==> src/rtl/core/sgf_column_cell.sv <==
// One column cell of the 3x3 window: holds top, middle and bottom pixels and
// passes them on to its neighbor on each shift. Depends on nothing.
module sgf_column_cell #(
  parameter int PIXEL_BITS = 8
) (
  input  logic                  clk,
  input  logic                  rst,
  input  logic                  shift,
  input  logic [PIXEL_BITS-1:0] top_in,
  input  logic [PIXEL_BITS-1:0] mid_in,
  input  logic [PIXEL_BITS-1:0] bot_in,
  output logic [PIXEL_BITS-1:0] top,
  output logic [PIXEL_BITS-1:0] mid,
  output logic [PIXEL_BITS-1:0] bot
);

  always_ff @(posedge clk) begin
    if (rst) begin
      top <= '0;
      mid <= '0;
      bot <= '0;
    end else if (shift) begin
      top <= top_in;
      mid <= mid_in;
      bot <= bot_in;
    end
  end

endmodule

==> config.mk <==
export PLATFORM = sky130hd
export DESIGN_NAME = sgf_column_cell
export DESIGN_NICKNAME = d
export VERILOG_FILES = /design/src/rtl/core/sgf_column_cell.sv
export SDC_FILE = /design/constraint.sdc
export NUM_CORES = 1
export LEC_CHECK = 0
export BUFFER_PORTS_ARGS = -buffer_cell sky130_fd_sc_hd__buf_2
export CAP_MARGIN = 15
export CORE_MARGIN = 10
export CORE_UTILIZATION = 30
export CTS_CLUSTER_SIZE = 8
export DETAILED_ROUTE_END_ITERATION = 6
export GPL_ROUTABILITY_DRIVEN = 0
export PLACE_DENSITY_LB_ADDON = 0.12
export SLEW_MARGIN = 15
export SYNTH_ARGS = -nofsm -noshare
export SYNTH_HDL_FRONTEND = slang
export SYNTH_SLANG_ARGS = --single-unit
==> constraint.sdc <==
create_clock -name clk -period 0.9 [get_ports clk]
set_input_delay 0.18 -clock clk [delete_from_list [all_inputs] [get_ports clk]]
set_output_delay 0.18 -clock clk [all_outputs]
set_load 0.01 [all_outputs]
==> results of run 1 <==
## per-stage QoR
| step | total power, W | TNS (ns) | hold slack (ns) | setup slack (ns) |
|---|---|---|---|---|
| after floorplan | 0.001354 | 0 | 0.2524 | 0.1273 |
| after global placement | 0.001488 | 0 | 0.4124 | 0.03727 |
| after detailed placement | 0.001492 | 0 | 0.4206 | 0.004585 |
| after CTS | 0.002369 | -1.639 | 0.07800 | -0.07596 |
| after global routing | 0.002449 | -2.203 | 0.08593 | -0.1012 |
| final | 0.002323 | -1.174 | 0.08727 | -0.05998 |
## cell type report
cell class,instances,share of cell area [%]
flip-flops and latches,24,37.19
repair buffers,52,32.09
clock inverters,1,2.188
multi-input cells,48,24.07
well taps,31,2.826
clock buffers,3,1.641
## how the worst max path moves through the flow
stage,from,to,slack [ns],cells past startpoint
after floorplan,shift,bot[0],0.13,4
after global placement,shift,bot[4],0.04,4
after detailed placement,shift,bot[2],0.005,4
after CTS,mid[7],mid[7],-0.08,1
after global routing,top[4],top[4],-0.10,1
final,mid[7],mid[7],-0.06,1
## state kept, by name (all words and copies together) (netlist names)
signal	flops
bot	8
mid	8
top	8
## worst min-delay path: stages
cell and delay, ns:
buf_2 0.07, mux2i_1 0.05, nor2_1 0.07
## cell usage in the layout (no fill, tap or decap), drive strengths merged
| cell | count |
|---|---|
| mux2i | 24 |
| dfxtp | 24 |
| nor2 | 24 |
| bufinv | 1 |
| buf | 52 |
| clkbuf | 3 |
## cells by family after synthesis
| family | after synthesis | synth area share [%] |
|---|---|---|
| multiplexers | 24 | 27.63 |
| flip-flops | 24 | 55.25 |
| AND/OR/NAND/NOR | 24 | 10.36 |
| buffers and inverters | 5 | 6.763 |
## power breakdown
| part | switching, W | total, W | leakage, nW | internal [W] |
|---|---|---|---|---|
| clock | 0.000318 | 0.000768 | 0.0279 | 0.000450 |
| combinational | 0.000146 | 0.000374 | 0.453 | 0.000228 |
| sequential | 0.0000427 | 0.00118 | 0.207 | 0.00114 |
## per-layer routing
metal  up-vias  GRT usage (%)  wire (um)  share of wire [%]
li1        357              -          -                  -
met1       309          9.140        848                 40
met2        19          13.26       1102                 52
met3         2          3.096        158                7.4
met4         0          4.348         19               0.89
met5         -              0          0                  0
==> flow_summary.yaml, run 1 <==
outcome:
  status: "finished with violations"
  violations: "setup timing"
setup_path:
  reg2reg_to: "bot[2]"
  path_max_fanout: 2
  worstSetupPathType: "register to output pin"
  crit_required_ns: 0.72
  critPathTopFamily: "flip-flops"
  worst_setup_path_end_kind: "output pin"
  reg2reg_from: "bot[2]"
  path_cells: "buf_6"
  crit_path_max_incr_delay_ns: 0.35
  arrival_ns: 0.78
  crit_path_start_kind: "register"
  crit_slowest_cell: "dfxtp_2"
  ff2ff_setup_slack_ns: 0.26
  rr_worst_depth: 2
  worst-path-buf-inv: 1
worst_hold_path:
  hold_depth: 3
  min_path_type: "input port to register"
  min_to: "bot[1]"
  hold_start: "bot_in[1]"
yosys:
  syn-mean-instance-area_um2: 11.29
  yosysTopAreaCell: "dfxtp_1"
  netlist_top_cells_area: "dfxtp_1 55%, mux2i_1 28%, nor2_1 10%"
  yosys.area.top_type_share_pct: 55.25
  syn_nets: 104
  synth-async-reset-ratio_pct: 0
  synth_edf_count: 0
  synthesis.area_um2: 869.6
  synth_top_flop_cell: "dfxtp_1"
  yosysSeqAreaShare_pct: 55.25
  yosysWarnings: 0
  ys_seq_elements: 24
  synth_cell_types: 6
  synth_common_cells: "24 x dfxtp_1, 24 x mux2i_1, 24 x nor2_1"
  synth_cells: 77
cells_and_area:
  final_util_pct: 49.77
  layout-drive-gt1-share_pct: 62.50
  fin_cells: 159
  multiInputGateArea_um2: 330.3
  n_fill_cell: 269
  antenna_cells: 0
  fin_area_um2: 1373
  area_delta_synth_final_pct: 57.84
  final_nets: 156
  register_area_um2: 510.5
clock_network:
  numCtsBuffers: 3
  cts_num_sinks: 24
  root_buffer: "clkbuf_4"
  clkTransAtPathRegs_ns: 0.14
  clk_latency_ns: 0.31
  cts_tree: "yes"
  cts_hold_buf: 0
  htree_levels: 1
  post-cts-setup-buffer-count: 0
  post_cts_resized: 48
  clockBufferDepth: 2
power_and_ir_drop:
  powerDensity_nw_per_um2: 1693
  ir_drop_uv: 1032
  p_leak_nw: 0.6878
floorplanning:
  design.die.area_um2: 5452
  ios: 51
  die_y_um: 73.84
  start_util_pct: 31.53
  coreArea_um2: 2758
  die_w_um: 73.84
  rows: 19
route:
  wl_um: 2129
  drtAntennaViolNets: 0
  drt-initial-drc-count: 22
  wl_per_cell_um: 13.39
  drc_errors: 0
  dr.pass1.iters: 3
  vias_per_cell: 4.321
  vias: 687
place:
  dp_hpwl_um: 1656
  port_buffers: 50
  dp.cells: 155
  place_area_um2: 1140
timing:
  report.final.slew_viol_count: 0
  fin_crit_ns: 0.9600
  finalSetupViolCount: 24
  period_share_pct: 106.7
  fin_skew_ns: 0
  relSlewSlack_pct: 72.62
  rsz0062_at_grt: "true"
  worstMarginPinSlew_ns: 0.4108
  fmax_ghz: 1.042
  final-hold-violation-count: 0
  timing.final.ws_setup_ns: -0.05998
job:
  drv_cap: 0
global_route:
  grt_use_total_pct: 8.224
  grt-ovfl-total: 0
  grt_pass1_vias: 772
  grt_max_degree: 25
  grt_antenna_before_repair: 0
  grt_pass1_wl_um: 3532
Note: power is estimated with default switching activity, not from simulation.
==> inputs of run 2 (changes only) <==
--- a/config.mk
+++ b/config.mk
@@ -7,8 +7,10 @@
 export LEC_CHECK = 0
 export BUFFER_PORTS_ARGS = -buffer_cell sky130_fd_sc_hd__buf_2
 export CAP_MARGIN = 15
+export CELL_PAD_IN_SITES_DETAIL_PLACEMENT = 0
+export CELL_PAD_IN_SITES_GLOBAL_PLACEMENT = 2
 export CORE_MARGIN = 10
-export CORE_UTILIZATION = 30
+export CORE_UTILIZATION = 24
 export CTS_CLUSTER_SIZE = 8
 export DETAILED_ROUTE_END_ITERATION = 6
 export GPL_ROUTABILITY_DRIVEN = 0
==> flow_summary.yaml, run 2 (same netlist as run 1, synthesis figures left out) <==
global_route:
  grt_use_total_pct: 7.094
  grt_antenna_before_repair: 0
  grt_pass1_vias: 780
  grt-ovfl-total: 0
  grt_max_degree: 25
  grt_pass1_wl_um: 3650
power_and_ir_drop:
  powerDensity_nw_per_um2: 1530
  p_leak_nw: 0.6903
  ir_drop_uv: 512.0
cells_and_area:
  fin_area_um2: 1395
  fin_cells: 175
  layout-drive-gt1-share_pct: 62.79
  area_delta_synth_final_pct: 60.43
  final_common_cell: "buf_2"
  antenna_cells: 0
  final_util_pct: 40.84
  final_cell_mix: "26 x buf_2, 24 x mux2i_1, 24 x nor2_1, 24 x dfxtp_2, 24 x buf_6"
  final_nets: 157
  reg_top3: "bot (8), mid (8), top (8)"
setup_path:
  crit_slowest_cell: "dfxtp_2"
  critPathTopFamily: "flip-flops"
  crit_path_max_incr_delay_ns: 0.35
  crit_required_ns: 0.72
  path_max_fanout: 2
  arrival_ns: 0.78
  crit_path_start_kind: "register"
  worst_setup_path_end_kind: "output pin"
  reg2reg_from: "mid[2]"
  worstSetupPathType: "register to output pin"
  crit_start: "mid[4]"
  path_cells: "buf_6"
  worst-path-buf-inv: 1
clock_network:
  root_buffer: "clkbuf_4"
  clockBufferDepth: 2
  cts_num_sinks: 24
  numCtsBuffers: 3
  clkTransAtPathRegs_ns: 0.13
  clk_latency_ns: 0.30
  post-cts-setup-buffer-count: 0
  htree_levels: 1
  cts_hold_buf: 0
  cts_tree: "yes"
timing:
  fin_skew_ns: 0
  worstMarginPinSlew_ns: 0.1300
  report.final.slew_viol_count: 0
  final-hold-violation-count: 0
  fin_tns_setup_ns: -1.142
  timing.final.ws_setup_ns: -0.05731
  fin_crit_ns: 0.9573
  relSlewSlack_pct: 91.08
  fmax_ghz: 1.045
  finalSetupViolCount: 24
  rsz0062_at_grt: "true"
  period_share_pct: 106.4
place:
  place_area_um2: 1179
  dp.cells: 171
  dp_slack_ns: 0.04292
  port_buffers: 50
  dp_hpwl_um: 1719
floorplanning:
  design.die.area_um2: 6431
  coreArea_um2: 3416
  rows: 21
  die_w_um: 80.20
  start_util_pct: 25.46
  ios: 51
  die_y_um: 80.20
job:
  drv_cap: 0
worst_hold_path:
  hold_start: "top_in[1]"
  min_path_type: "input port to register"
outcome:
  status: "finished with violations"
  violations: "setup timing"
route:
  wl_um: 2228
  wl_per_cell_um: 12.73
  vias: 699
  drc_errors: 0
  vias_per_cell: 3.994
  drt-initial-drc-count: 16
  dr.pass1.iters: 3
  drtAntennaViolNets: 0
## run 2: changes by cell type in the layout (fill, tap and decap cells not counted), sizes merged
cell / before / now
buf: 52 / 53
clkbuf: 3 / 4
bufinv: 1 / 0
## run 2: routing by layer
metal	vias up	global-route usage [%]	wire length [um]
met4	0	3.169	19
met1	319	7.471	840
li1	357	-	-
met5	-	0	0
met2	21	11.32	1131
met3	2	4.009	236
## run 2: layout make-up
cell class | count | area [um^2]
multi-input cells | 48 | 330.3
clock buffers | 4 | 36.28
flip-flops and latches | 24 | 510.5
fillers | 363 | 2021
repair buffers | 53 | 460.4
well taps | 46 | 57.56
## run 2: path summary, 6_finish.rpt
kind              slack [ns]  cells past startpoint     end
setup / recovery       -0.06                      1  mid[4]
hold / removal          0.09                      3  top[1]
setup reg to reg        0.28                      2  mid[2]
hold reg to reg         0.51                      2  bot[0]
## run 2: power by group
group          switching, W  total [W]  internal, W
sequential        0.0000423    0.00118      0.00114
clock              0.000319   0.000566     0.000247
combinational      0.000151   0.000388     0.000237
total              0.000512    0.00213      0.00162
## run 2: stage by stage
| stage | hold slack, ns | total power [W] |
|---|---|---|
| floorplan | 0.2524 | 0.001354 |
| global placement | 0.4143 | 0.001504 |
| detailed placement | 0.4232 | 0.001506 |
| CTS | 0.07748 | 0.002185 |
| global route | 0.08593 | 0.002250 |
| finish | 0.09001 | 0.002135 |
## run 2: what timing repair did
action,4_1_cts,5_1_grt
endpoints found under the setup margin,24,24
gates resized for setup,48,0
hold endpoints to repair,0,0
## run 2: worst reg2reg max path: stages, from the launching register on
cell and delay (ns):
dfxtp_2 0.35, mux2i_1 0.13, nor2_1 0.05
