[config.mk]
export PLATFORM = sky130hd
export DESIGN_NAME = sgf_kernel
export DESIGN_NICKNAME = d
export VERILOG_FILES = /design/src/rtl/core/sgf_pkg.sv /design/src/rtl/core/sgf_kernel.sv
export SDC_FILE = /design/constraint.sdc
export NUM_CORES = 1
export LEC_CHECK = 0
export ABC_AREA = 1
export BUFFER_PORTS_ARGS = -buffer_cell sky130_fd_sc_hd__buf_2
export CAP_MARGIN = 20
export CORE_MARGIN = 10
export CORE_UTILIZATION = 50
export CTS_CLUSTER_SIZE = 8
export DETAILED_ROUTE_END_ITERATION = 16
export PLACE_DENSITY = 0.8
export SLEW_MARGIN = 20
export SYNTH_ARGS = -nofsm -noshare
export SYNTH_HDL_FRONTEND = slang
export SYNTH_SLANG_ARGS = --single-unit
[constraint.sdc]
create_clock -name clk -period 3.4 [get_ports clk]
set_input_delay 0.17 -clock clk [delete_from_list [all_inputs] [get_ports clk]]
set_output_delay 0.17 -clock clk [all_outputs]
set_load 0.05 [all_outputs]
[src/rtl/core/sgf_pkg.sv]
// Package for the Sobel gradient filter: sizes, register indexes, reset values
// and the control tag handed from the front stage to the kernel stage.
// No dependencies.
package sgf_pkg;

  localparam int DEFAULT_MAX_WIDTH  = 1024;
  localparam int DEFAULT_PIXEL_BITS = 8;

  localparam int MAX_HEIGHT      = 4096;
  localparam int ROW_BITS        = 12;
  localparam int WIDTH_REG_BITS  = 11;
  localparam int HEIGHT_REG_BITS = 13;
  localparam int CFG_INDEX_BITS  = 2;
  localparam int CFG_DATA_BITS   = 13;

  localparam int GRAD_BITS     = 11;
  localparam int GRAD_MIN      = -1024;
  localparam int GRAD_MAX      = 1023;
  localparam int OUT_DATA_BITS = 16;

  localparam logic [CFG_INDEX_BITS-1:0] REG_IMAGE_WIDTH        = 2'd0;
  localparam logic [CFG_INDEX_BITS-1:0] REG_IMAGE_HEIGHT       = 2'd1;
  localparam logic [CFG_INDEX_BITS-1:0] REG_GRADIENT_DIRECTION = 2'd2;

  localparam logic [WIDTH_REG_BITS-1:0]  RESET_IMAGE_WIDTH  = 11'd640;
  localparam logic [HEIGHT_REG_BITS-1:0] RESET_IMAGE_HEIGHT = 13'd480;

  localparam logic DIR_HORIZONTAL = 1'b0;
  localparam logic DIR_VERTICAL   = 1'b1;

  typedef struct packed {
    logic emit;
    logic last;
  } sgf_tag_t;

endpackage

[src/rtl/core/sgf_kernel.sv]
// Sobel kernel with saturation and the output register of the filter.
// Depends on sgf_pkg.
module sgf_kernel #(
  parameter int PIXEL_BITS = 8
) (
  input  logic                                 clk,
  input  logic                                 rst,
  input  logic                                 load,
  input  sgf_pkg::sgf_tag_t                    tag,
  input  logic                                 direction,
  input  logic [PIXEL_BITS-1:0]                tl,
  input  logic [PIXEL_BITS-1:0]                ml,
  input  logic [PIXEL_BITS-1:0]                bl,
  input  logic [PIXEL_BITS-1:0]                tc,
  input  logic [PIXEL_BITS-1:0]                bc,
  input  logic [PIXEL_BITS-1:0]                tr,
  input  logic [PIXEL_BITS-1:0]                mr,
  input  logic [PIXEL_BITS-1:0]                br,
  output logic                                 ready,
  output logic                                 m_tvalid,
  input  logic                                 m_tready,
  output logic [sgf_pkg::OUT_DATA_BITS-1:0]    m_tdata,  // [10:0] gradient
  output logic                                 m_tlast   // frame_last
);

  import sgf_pkg::*;

  localparam int GX = (PIXEL_BITS + 4 > GRAD_BITS + 1) ? PIXEL_BITS + 4 : GRAD_BITS + 1;
  localparam logic signed [GX-1:0] SAT_MIN = GX'(GRAD_MIN);
  localparam logic signed [GX-1:0] SAT_MAX = GX'(GRAD_MAX);

  logic signed [GX-1:0]    pos;
  logic signed [GX-1:0]    neg;
  logic signed [GX-1:0]    diff;
  logic [GRAD_BITS-1:0]    grad_next;
  logic [GRAD_BITS-1:0]    gradient;

  always_comb begin
    if (direction == DIR_HORIZONTAL) begin
      pos = GX'(tr) + (GX'(mr) <<< 1) + GX'(br);
      neg = GX'(tl) + (GX'(ml) <<< 1) + GX'(bl);
    end else begin
      pos = GX'(bl) + (GX'(bc) <<< 1) + GX'(br);
      neg = GX'(tl) + (GX'(tc) <<< 1) + GX'(tr);
    end
    diff = pos - neg;
    if (diff < SAT_MIN) begin
      grad_next = SAT_MIN[GRAD_BITS-1:0];
    end else if (diff > SAT_MAX) begin
      grad_next = SAT_MAX[GRAD_BITS-1:0];
    end else begin
      grad_next = diff[GRAD_BITS-1:0];
    end
  end

  assign ready = !m_tvalid || m_tready;

  always_ff @(posedge clk) begin
    if (rst) begin
      m_tvalid <= 1'b0;
    end else if (ready) begin
      m_tvalid <= load && tag.emit;
    end
  end

  always_ff @(posedge clk) begin
    if (ready && load) begin
      gradient <= grad_next;
      m_tlast  <= tag.last;
    end
  end

  assign m_tdata = {{(OUT_DATA_BITS - GRAD_BITS){1'b0}}, gradient};

endmodule

==> run_results.csv, run 1 <==
group,metric,value,unit
run_status,status,"completed",
routing,wl_per_cell,14.4,um
hold_path,hold_class,"in2reg",
routing,via_per_inst,5.22,
global_routing,grt-ovfl-total,0,
synth,synth_area,3360,sq um
placement,dp_cells,630,
routing,drt-initial-drc-count,179,
worst_setup_path,required,3.39,ns
clock_tree,cts.sinks,13,
clock_tree,clkSlewWorstSetupHoldPaths,0.05,ns
sta,finalCriticalPeriod,3.20,ns
die,fp.dieW,102,um
worst_setup_path,startpoint_type,"input port",
synth,synth.avg_cell_area,7.30,sq um
sta,slew_violations,0,
sta,finalWorstSetupSlack,0.205,ns
placement,hpwl,8120,um
run,maxCapViolations,0,
routing,dr.pass1.iters,4,
clock_tree,clk_latency,0.24,ns
layout,multi_input_area,2720,sq um
sta,hold_viol,0,
power,p_sw,1.22,mW
layout,layout.area.seq,380,sq um
sta,timing.slew.headroom,56.6,%
routing,vias,3309,
worst_setup_path,crit_type,"in2reg",
power,leakagePower,2.23,nW
clock_tree,cts_made_buffers,3,
synth,synthCells,460,
power,intPower,1.06,mW
die,die_h,102,um
routing,drc,0,
clock_tree,cts_root_buf,"clkbuf_8",
global_routing,grt_max_degree,25,
worst_setup_path,arrival,3.18,ns
clock_tree,htree_levels,1,
power,power.density,563,nW/um^2
die,start_util,52.3,%
sta,fin_crit_sh,94.0,%
placement,dp_slack,-0.158,ns
global_routing,grt_pass1_wl,15600,um
synth,ys_ff_latch,13,
sta,setup_viol,0,
routing,drt_wl_total,9150,um
global_routing,antenna_found_initial,0,
worst_setup_path,end_kind,"flop",
layout,nFillCells,590,
power,power_frac_clock,5.8,%
synth,synth_cell_types,32,
layout,layout-drive-gt1-share,22.8,%
layout,diodes,0,
sta,worst_pin_slew,0.646,ns
power,combinationalPowerShare,80.9,%
die,io_pins,90,
sta,final.setup_skew,0.00388,ns
placement,io_buffers,84,
synth,ys_seq_area_share,11.3,%
layout,syn_to_final_growth,20.6,%
global_routing,grt_pass1_vias,3378,
sta,max_freq,313,MHz
power,ir_drop,295,uV
die,rows,29,
die,fp.dieArea,10400,sq um
power,swShare,53.7,%
layout,final_cells,634,
routing,ant_nets,0,
die,coreArea,6420,sq um
global_routing,track_usage,17.8,%
worst_setup_path,crit_fanout,4,
placement,place_congestion,0.889,
synth,yosysWarnings,0,
layout,fin_nets,708,
power,pwr-share-seq,13.3,%
layout,final_util,63.1,%
clock_tree,cts_setup_buffers,0,
clock_tree,tritoncts,"yes",
clock_tree,max-clock-path-buffers,2,
[placed cells by master (no fill, tap or decap), types with 2 or more instances in the layout]
cell type,instances
inv_1,77
nand3_1,37
fa_2,3
nor2_2,4
nand4_1,18
nor2_1,13
fa_1,30
o21ai_1,3
edfxtp_1,12
xor2_1,6
buf_2,84
ha_2,2
a21oi_1,29
nand2_2,5
ha_1,42
o21a_1,3
nand2_1,115
xnor2_1,10
a21o_1,3
clkbuf_8,3
o21ai_0,18
or2_2,3
nor3b_2,2
buf_4,13
mux2i_1,3
conb_1,5
ha_4,2
[final cells by class]
type,instances,area share [%]
repair buffers,97,12.8
inverters,78,7.23
flip-flops and latches,13,9.39
multi-input cells,365,67.1
clock buffers,4,1.11
well taps,77,2.38
[power groups by stage]
| stage | clock [mW] | sequential, mW | combinational (mW) |
|---|---|---|---|
| floorplan | 0 | 0.542 | 1.08 |
| global route | 0.146 | 0.307 | 2.07 |
| detailed placement | 0 | 0.305 | 1.77 |
| finish | 0.133 | 0.302 | 1.84 |
| CTS | 0.137 | 0.303 | 1.78 |
| global placement | 0 | 0.303 | 1.74 |
[routing by layer]
layer  track usage [%]  up-vias  routed length, um
li1                  -     1687                  -
met2              29.5      127               4260
met1              24.3     1485               4080
met5                 0        -                  0
met4              2.39        0                121
met3              3.10       10                684
[critical path: stages]
cell     delay (ns)
buf_2          0.07
inv_1          0.07
fa_1           0.48
inv_1          0.07
ha_1           0.19
inv_1          0.06
fa_1           0.35
inv_1          0.13
nand4_1        0.12
nand3_1        0.12
nor2_1         0.05
o21ai_1        0.26
ha_4           0.26
nand2_1        0.13
nor2_2         0.07
nand2_2        0.08
nand2_1        0.07
nor2_2         0.17
nand2_2        0.10
nand3_1        0.08
nand2_1        0.06
[cells by family after synthesis]
kind of cell,after synthesis,share of synthesized area [%]
simple gates,202,26.9
xor+xnor,16,4.17
buf+inv,86,10.2
mux,3,0.894
compound gates,60,9.65
fa+ha+maj,79,36.8
flops,13,11.3
other cells,1,0.112
[final timing paths]
path | startpoint | to | slack, ns | cells past startpoint
worst max-delay path | tr[1] | gradient[9] | 0.20 | 21
worst min-delay path | rst | m_tvalid | 0.08 | 2
worst max register to register | m_tvalid | gradient[9] | 2.17 | 1
worst min register to register | m_tvalid | m_tvalid | 0.52 | 2
[synth_stat cells, drive strengths merged]
library cell | instances | area, sq um
nand2 | 121 | 469
inv | 78 | 293
ha | 46 | 576
nand3 | 38 | 195
fa | 33 | 661
a21oi | 30 | 150
o21ai | 21 | 105
nand4 | 18 | 113
nor2 | 18 | 77.6
edfxtp | 12 | 360
xnor2 | 10 | 87.6
buf | 6 | 42.5
xor2 | 6 | 52.6
or2 | 4 | 25.0
a21o | 3 | 22.5
mux2i | 3 | 30.0
o21a | 3 | 22.5
clkbuf | 2 | 7.51
nor3b | 2 | 15.0
a21boi | 1 | 7.51
conb | 1 | 3.75
dfxtp | 1 | 20.0
nand3b | 1 | 7.51
o21bai | 1 | 7.51
o31a | 1 | 8.76
[per-stage QoR]
step | TNS [ns] | instance area, sq um | total power, mW | hold WS, ns
floorplan | 0 | 3370 | 1.63 | 0.239
global placement | -0.0778 | 3940 | 2.04 | 0.324
detailed placement | -0.718 | 3940 | 2.08 | 0.340
CTS | 0 | 3980 | 2.22 | 0.0830
global route | -0.142 | 4050 | 2.53 | 0.0873
finish | 0 | 4050 | 2.28 | 0.0830
[state kept, by name (all words and copies together), names as in the netlist]
name / flops
gradient: 11
m_tlast: 1
m_tvalid: 1
[what timing repair did]
action | in CTS | in global routing
endpoints found under the hold margin | 0 | 0
setup endpoints to repair | 0 | 8
hold buffers | 0 | 0
resized for setup | 0 | 17
No activity file was read; power rests on OpenSTA's default activity.
==> run 2, diff against run 1 <==
- REMOVE_ABC_BUFFERS: not set -> 1
==> run 2 against run 1 <==
- final area increased by 0.43%
- clock-buffer cell count unchanged
- sequential power barely moved
- cell count grew 0.32%
- total power grew 2.4%
- first-iteration DRC count rose by 26%
- clock skew shrank 0.00061 ns
- register-to-register slack about the same
- largest power group unchanged
- non-clock buffer count is 2 higher
==> run_results.csv, run 2 (synthesized netlist as in run 1, its figures left out) <==
group,metric,value,unit
global_routing,track_usage,18.3,%
placement,dp_slack,-0.159,ns
power,intPower,1.07,mW
placement,io_buffers,84,
routing,drc,0,
clock_tree,cts_made_buffers,3,
sta,finalWorstSetupSlack,0.205,ns
layout,diodes,0,
layout,syn_to_final_growth,21.1,%
worst_setup_path,rrSetupSlack,2.17,ns
global_routing,top_usage_layer,"met2",
sta,final.setup_skew,0.00328,ns
global_routing,grt_use_met1,23.6,%
clock_tree,cts.sinks,13,
layout,fin_nets,710,
sta,tns,0,ns
run_status,status,"completed",
clock_tree,clk_latency,0.24,ns
sta,slew_violations,0,
layout,reg.largest.list,"gradient (11), m_tlast (1), m_tvalid (1)",
clock_tree,cts_root_buf,"clkbuf_8",
power,p_sw,1.26,mW
die,start_util,52.3,%
sta,setup_viol,0,
die,fp.dieW,102,um
global_routing,grt_util_met3,2.97,%
global_routing,grt-ovfl-total,0,
die,io_pins,90,
die,coreArea,6420,sq um
power,power.density,574,nW/um^2
layout,largest_register_ffs,11,
placement,hpwl,8180,um
power,leakagePower,2.25,nW
global_routing,grt_pass1_wl,15800,um
placement,place_congestion,0.915,
routing,via_per_inst,5.42,
die,fp.dieArea,10400,sq um
routing,vias,3450,
die,die_h,102,um
clock_tree,tritoncts,"yes",
sta,max_freq,313,MHz
worst_setup_path,end_kind,"flop",
global_routing,grt_max_degree,25,
hold_path,hold_class,"in2reg",
layout,final_cell_mix,"nand2_1 (114), buf_2 (84), inv_1 (76)",
sta,hold_viol,0,
worst_setup_path,arrival,3.29,ns
hold_path,holdPathStages,2,
routing,drt-initial-drc-count,226,
routing,ant_nets,0,
layout,layout-drive-gt1-share,23.3,%
worst_setup_path,required,3.50,ns
global_routing,grt_pass1_vias,3454,
worst_setup_path,crit_fanout,6,
worst_setup_path,reg2reg_depth,1,
global_routing,grt.met2_usage,31.6,%
clock_tree,htree_levels,1,
die,rows,29,
routing,drt_wl_total,9550,um
power,combinationalPowerShare,81.2,%
routing,wl_per_cell,15.0,um
power,power_frac_clock,5.9,%
power,pwr-share-seq,12.9,%
sta,fin_crit_sh,94.0,%
worst_setup_path,startpoint_type,"input port",
clock_tree,max-clock-path-buffers,2,
power,total_power,2.33,mW
worst_setup_path,crit_type,"in2reg",
sta,timing.slew.headroom,55.1,%
sta,rsz0062_at_grt,"true",
sta,worst_pin_slew,0.670,ns
sta,finalCriticalPeriod,3.19,ns
layout,top_register,"gradient",
layout,final_util,63.4,%
sta,hold_ws,0.0775,ns
power,ir_drop,348,uV
global_routing,antenna_found_initial,0,
run,maxCapViolations,0,
routing,dr.pass1.iters,5,
layout,layout_commonest_cell,"nand2_1",
power,swShare,54.0,%
clock_tree,clkSlewWorstSetupHoldPaths,0.06,ns
-- run 2: cell count changes in the layout (fill, tap and decap cells not counted), sizes merged --
| cell | change |
|---|---|
| buf | +2 |
-- run 2: what timing repair did --
item / CTS / global route
buffers inserted: 0 / 1
hold buffers: 0 / 0
gates resized for setup: 0 / 18
endpoints found under the setup margin: 0 / 9
-- run 2: final timing paths --
| path | end | from |
|---|---|---|
| hold / removal | m_tvalid | rst |
| hold reg to reg | m_tvalid | m_tvalid |
| setup reg to reg | gradient[7] | m_tvalid |
| setup / recovery | gradient[3] | tl[1] |
-- run 2: worst max-delay path, stage by stage --
cell and delay [ns]:
buf_2 0.07, inv_1 0.07, fa_1 0.54, inv_1 0.05, ha_1 0.22, fa_2 0.37, buf_4 0.16, nand4_1 0.12
nand3_1 0.09, nand2_1 0.06, nand2_1 0.05, nand2_1 0.05, nand2_1 0.08, ha_1 0.34, nand2_1 0.09, nand2_1 0.05
inv_1 0.06, nor2_1 0.04, nor2_1 0.15, nand2_1 0.13, nor2_4 0.14, nand2_4 0.08, a21oi_1 0.13
-- run 2: area by class of cell --
type | instances | area, sq um
multi-input combinational | 365 | 2720
clock buffer | 4 | 45.0
sequential | 13 | 380
fill | 572 | 2350
tap | 77 | 96.3
inverter | 78 | 293
timing repair buffer | 99 | 533
-- run 2: power by group through the flow --
stage	Clock (mW)	Combinational, mW	Sequential, mW
5_1_grt	0.148	2.11	0.307
4_1_cts	0.140	1.80	0.302
2_1_floorplan	0	1.08	0.542
3_3_place_gp	0	1.74	0.303
6_report	0.138	1.89	0.301
3_5_place_dp	0	1.78	0.305
-- run 2: per-layer routing --
metal  share of wire (%)  up-vias
met4                 1.3        0
met1                  44     1586
met5                   0        -
li1                    -     1691
met3                 8.0       12
met2                  47      161
-- run 2: per-stage QoR --
stage / cells / instance area (sq um)
after floorplan: 456 / 3320
after global placement: 631 / 3950
after detailed placement: 631 / 3950
after CTS: 635 / 3990
after global routing: 636 / 4070
final: 636 / 4070
==> run 3, diff against run 2 <==
- ABC_AREA: 1 -> not set
- ABC_CLOCK_PERIOD_IN_PS: not set -> 3400
- CORE_UTILIZATION: 50 -> 49
- PLACE_DENSITY: 0.8 -> 0.79
==> run 3 against run 2 <==
- the flow now finishes with violations (negative setup slack)
- synthesized cell count decreased by 26%
- sequential share of layout area is 0.58 points lower
- core utilization is 8.6 points higher
- critical endpoint unchanged
- largest cell class unchanged
- highest routed layer unchanged
==> run_results.csv, run 3 <==
group,metric,value,unit
run_status,status,"finished with violations",
run_status,violations,"negative setup slack",
synth,synth_compound_area_share,18.6,%
clock_tree,clkSlewWorstSetupHoldPaths,0.05,ns
clock_tree,cts.sinks,13,
power,power.density,639,nW/um^2
clock_tree,cts_hold_buf,0,
sta,finalCriticalPeriod,3.63,ns
synth,synth_most_common_cell,"ha_1",
clock_tree,cts_made_buffers,3,
worst_setup_path,crit_fanout,5,
synth,synth_top_area_share,21.3,%
placement,hpwl,7530,um
sta,max_freq,275,MHz
die,rows,28,
run,maxCapViolations,0,
power,total_power,2.77,mW
worst_setup_path,startpoint_type,"input port",
clock_tree,clk_latency,0.24,ns
synth,synthMuxAreaShare,3.75,%
sta,timing.slew.headroom,66.2,%
routing,wl_met2,4790,um
layout,layout-drive-gt1-share,41.1,%
synth,synthAdderAreaFrac,39.9,%
routing,drt_wl_total,9130,um
die,die_h,99.5,um
global_routing,grt_max_degree,25,
synth,synth_top_family_by_area,"adder cells",
synth,synth_top_area_cell,"fa_1",
synth,synth.avg_cell_area,9.06,sq um
synth,synthCells,342,
die,fp.dieW,99.5,um
global_routing,grt_pass1_vias,3363,
layout,top_register,"gradient",
routing,drt-initial-drc-count,155,
layout,layout_commonest_cell,"buf_2",
clock_tree,max-clock-path-buffers,2,
routing,top_layer_used,"met4",
global_routing,track_usage,18.1,%
sta,setup_viol,7,
routing,via_per_inst,5.43,
worst_setup_path,required,3.50,ns
sta,hold_ws,0.0706,ns
synth,synth_edf_count,12,
routing,ant_nets,0,
routing,wl_per_cell,16.1,um
routing,wl_met3,543,um
synth,synth_area,3100,sq um
layout,fin_area,4340,sq um
die,coreArea,6030,sq um
routing,dr.pass1.iters,4,
routing,drc,0,
layout,fin_nets,643,
global_routing,grt-ovfl-total,0,
sta,worst_pin_slew,0.507,ns
sta,final.setup_skew,0.00346,ns
synth,ys.flop_type,"edfxtp_1",
clock_tree,tritoncts,"yes",
layout,syn_to_final_growth,39.9,%
global_routing,grt_pass1_wl,15400,um
layout,final_util,72.0,%
die,start_util,51.4,%
hold_path,hold_class,"in2reg",
clock_tree,htree_levels,1,
layout,diodes,0,
synth,yosys.area_share.xor_xnor,7.06,%
synth,ys_seq_area_share,12.3,%
clock_tree,cts_root_buf,"clkbuf_8",
die,io_pins,90,
synth,ys_top_cells_by_count,"ha_1 (46), fa_1 (33), a21oi_1 (31)",
sta,fin_crit_sh,107,%
placement,place_congestion,0.858,
synth,synth-simple-area-share,13.2,%
sta,tns,-1.38,ns
synth,synth_cell_types,46,
worst_setup_path,end_kind,"flop",
synth,synth.area.top_cells,"fa_1 (21%), ha_1 (19%), edfxtp_1 (12%)",
placement,place_area,4050,sq um
global_routing,antenna_found_initial,0,
synth,async_flop_share,0,%
routing,vias,3077,
power,ir_drop,800,uV
sta,slew_violations,0,
sta,rsz0062_at_grt,"true",
worst_setup_path,crit_type,"in2reg",
placement,io_buffers,84,
layout,largest_register_ffs,11,
layout,final_cell_mix,"buf_2 (82), buf_4 (63), ha_1 (42)",
die,fp.dieArea,9910,sq um
sta,finalWorstSetupSlack,-0.231,ns
routing,drt-met1-wl,3690,um
power,leakagePower,2.08,nW
layout,reg.largest.list,"gradient (11), m_tlast (1), m_tvalid (1)",
sta,hold_viol,0,
synth,ys_ff_latch,13,
worst_setup_path,arrival,3.73,ns
synth,yosysWarnings,0,
run 3: path summary, 6_finish.rpt:
path | from | end | slack (ns) | cells after the start
hold / removal | rst | m_tvalid | 0.07 | 2
hold reg to reg | m_tvalid | m_tvalid | 0.53 | 2
setup reg to reg | m_tvalid | m_tlast | 2.16 | 2
setup / recovery | ml[0] | gradient[3] | -0.23 | 19
run 3: area by class of cell:
cell class / count / area [sq um]
Tap cell: 75 / 93.8
Multi-Input combinational cell: 296 / 2760
Fill cell: 452 / 1690
Inverter: 28 / 108
Sequential cell: 13 / 380
Timing Repair Buffer: 151 / 955
Clock buffer: 4 / 45.0
run 3: timing repair:
item / CTS / global route
setup buffers: 4 / 0
resized for setup: 37 / 23
pin swaps: 23 / 14
endpoints found under the setup margin: 8 / 8
run 3: cell families (layout without fill, tap and decap cells):
logic type               after synthesis  count (layout)
flip-flops                            13              13
multiplexers                          11              11
other                                  1               5
AO/OA/AOI/OAI                         96              96
AND/OR/NAND/NOR                       80              80
adder cells (fa/ha/maj)               79              79
XOR/XNOR                              25              25
buffers and inverters                 37             183
run 3: report_power, final:
| part | switching, mW | internal [mW] | leakage [nW] |
|---|---|---|---|
| registers | 0.0133 | 0.302 | 0.125 |
| clock network | 0.0524 | 0.0826 | 0.0228 |
| logic | 1.27 | 1.05 | 1.93 |
run 3: per-stage QoR:
stage / setup WS, ns / std cells
floorplan: -0.386 / 337
global placement: -0.614 / 559
detailed placement: -0.783 / 559
CTS: -0.198 / 567
global route: -0.422 / 567
finish: -0.231 / 567
run 3: per-layer routing:
layer	vias up	global-route usage, %
li1	1504	-
met5	-	0
met2	100	33.8
met3	12	3.60
met4	0	3.64
met1	1461	20.7
run 3: worst max-delay path, stage by stage:
cell and delay, ns:
buf_8 0.07, inv_4 0.03, fa_1 0.53, inv_1 0.05, ha_2 0.19, fa_2 0.35, a21o_1 0.19, a21oi_2 0.18
nor2b_1 0.08, mux2_1 0.31, a211o_1 0.24, a21oi_2 0.20, ha_4 0.24, a21oi_2 0.15, o21ai_2 0.09, a31oi_4 0.17
o21ai_4 0.09, or2_4 0.28, a21oi_2 0.12
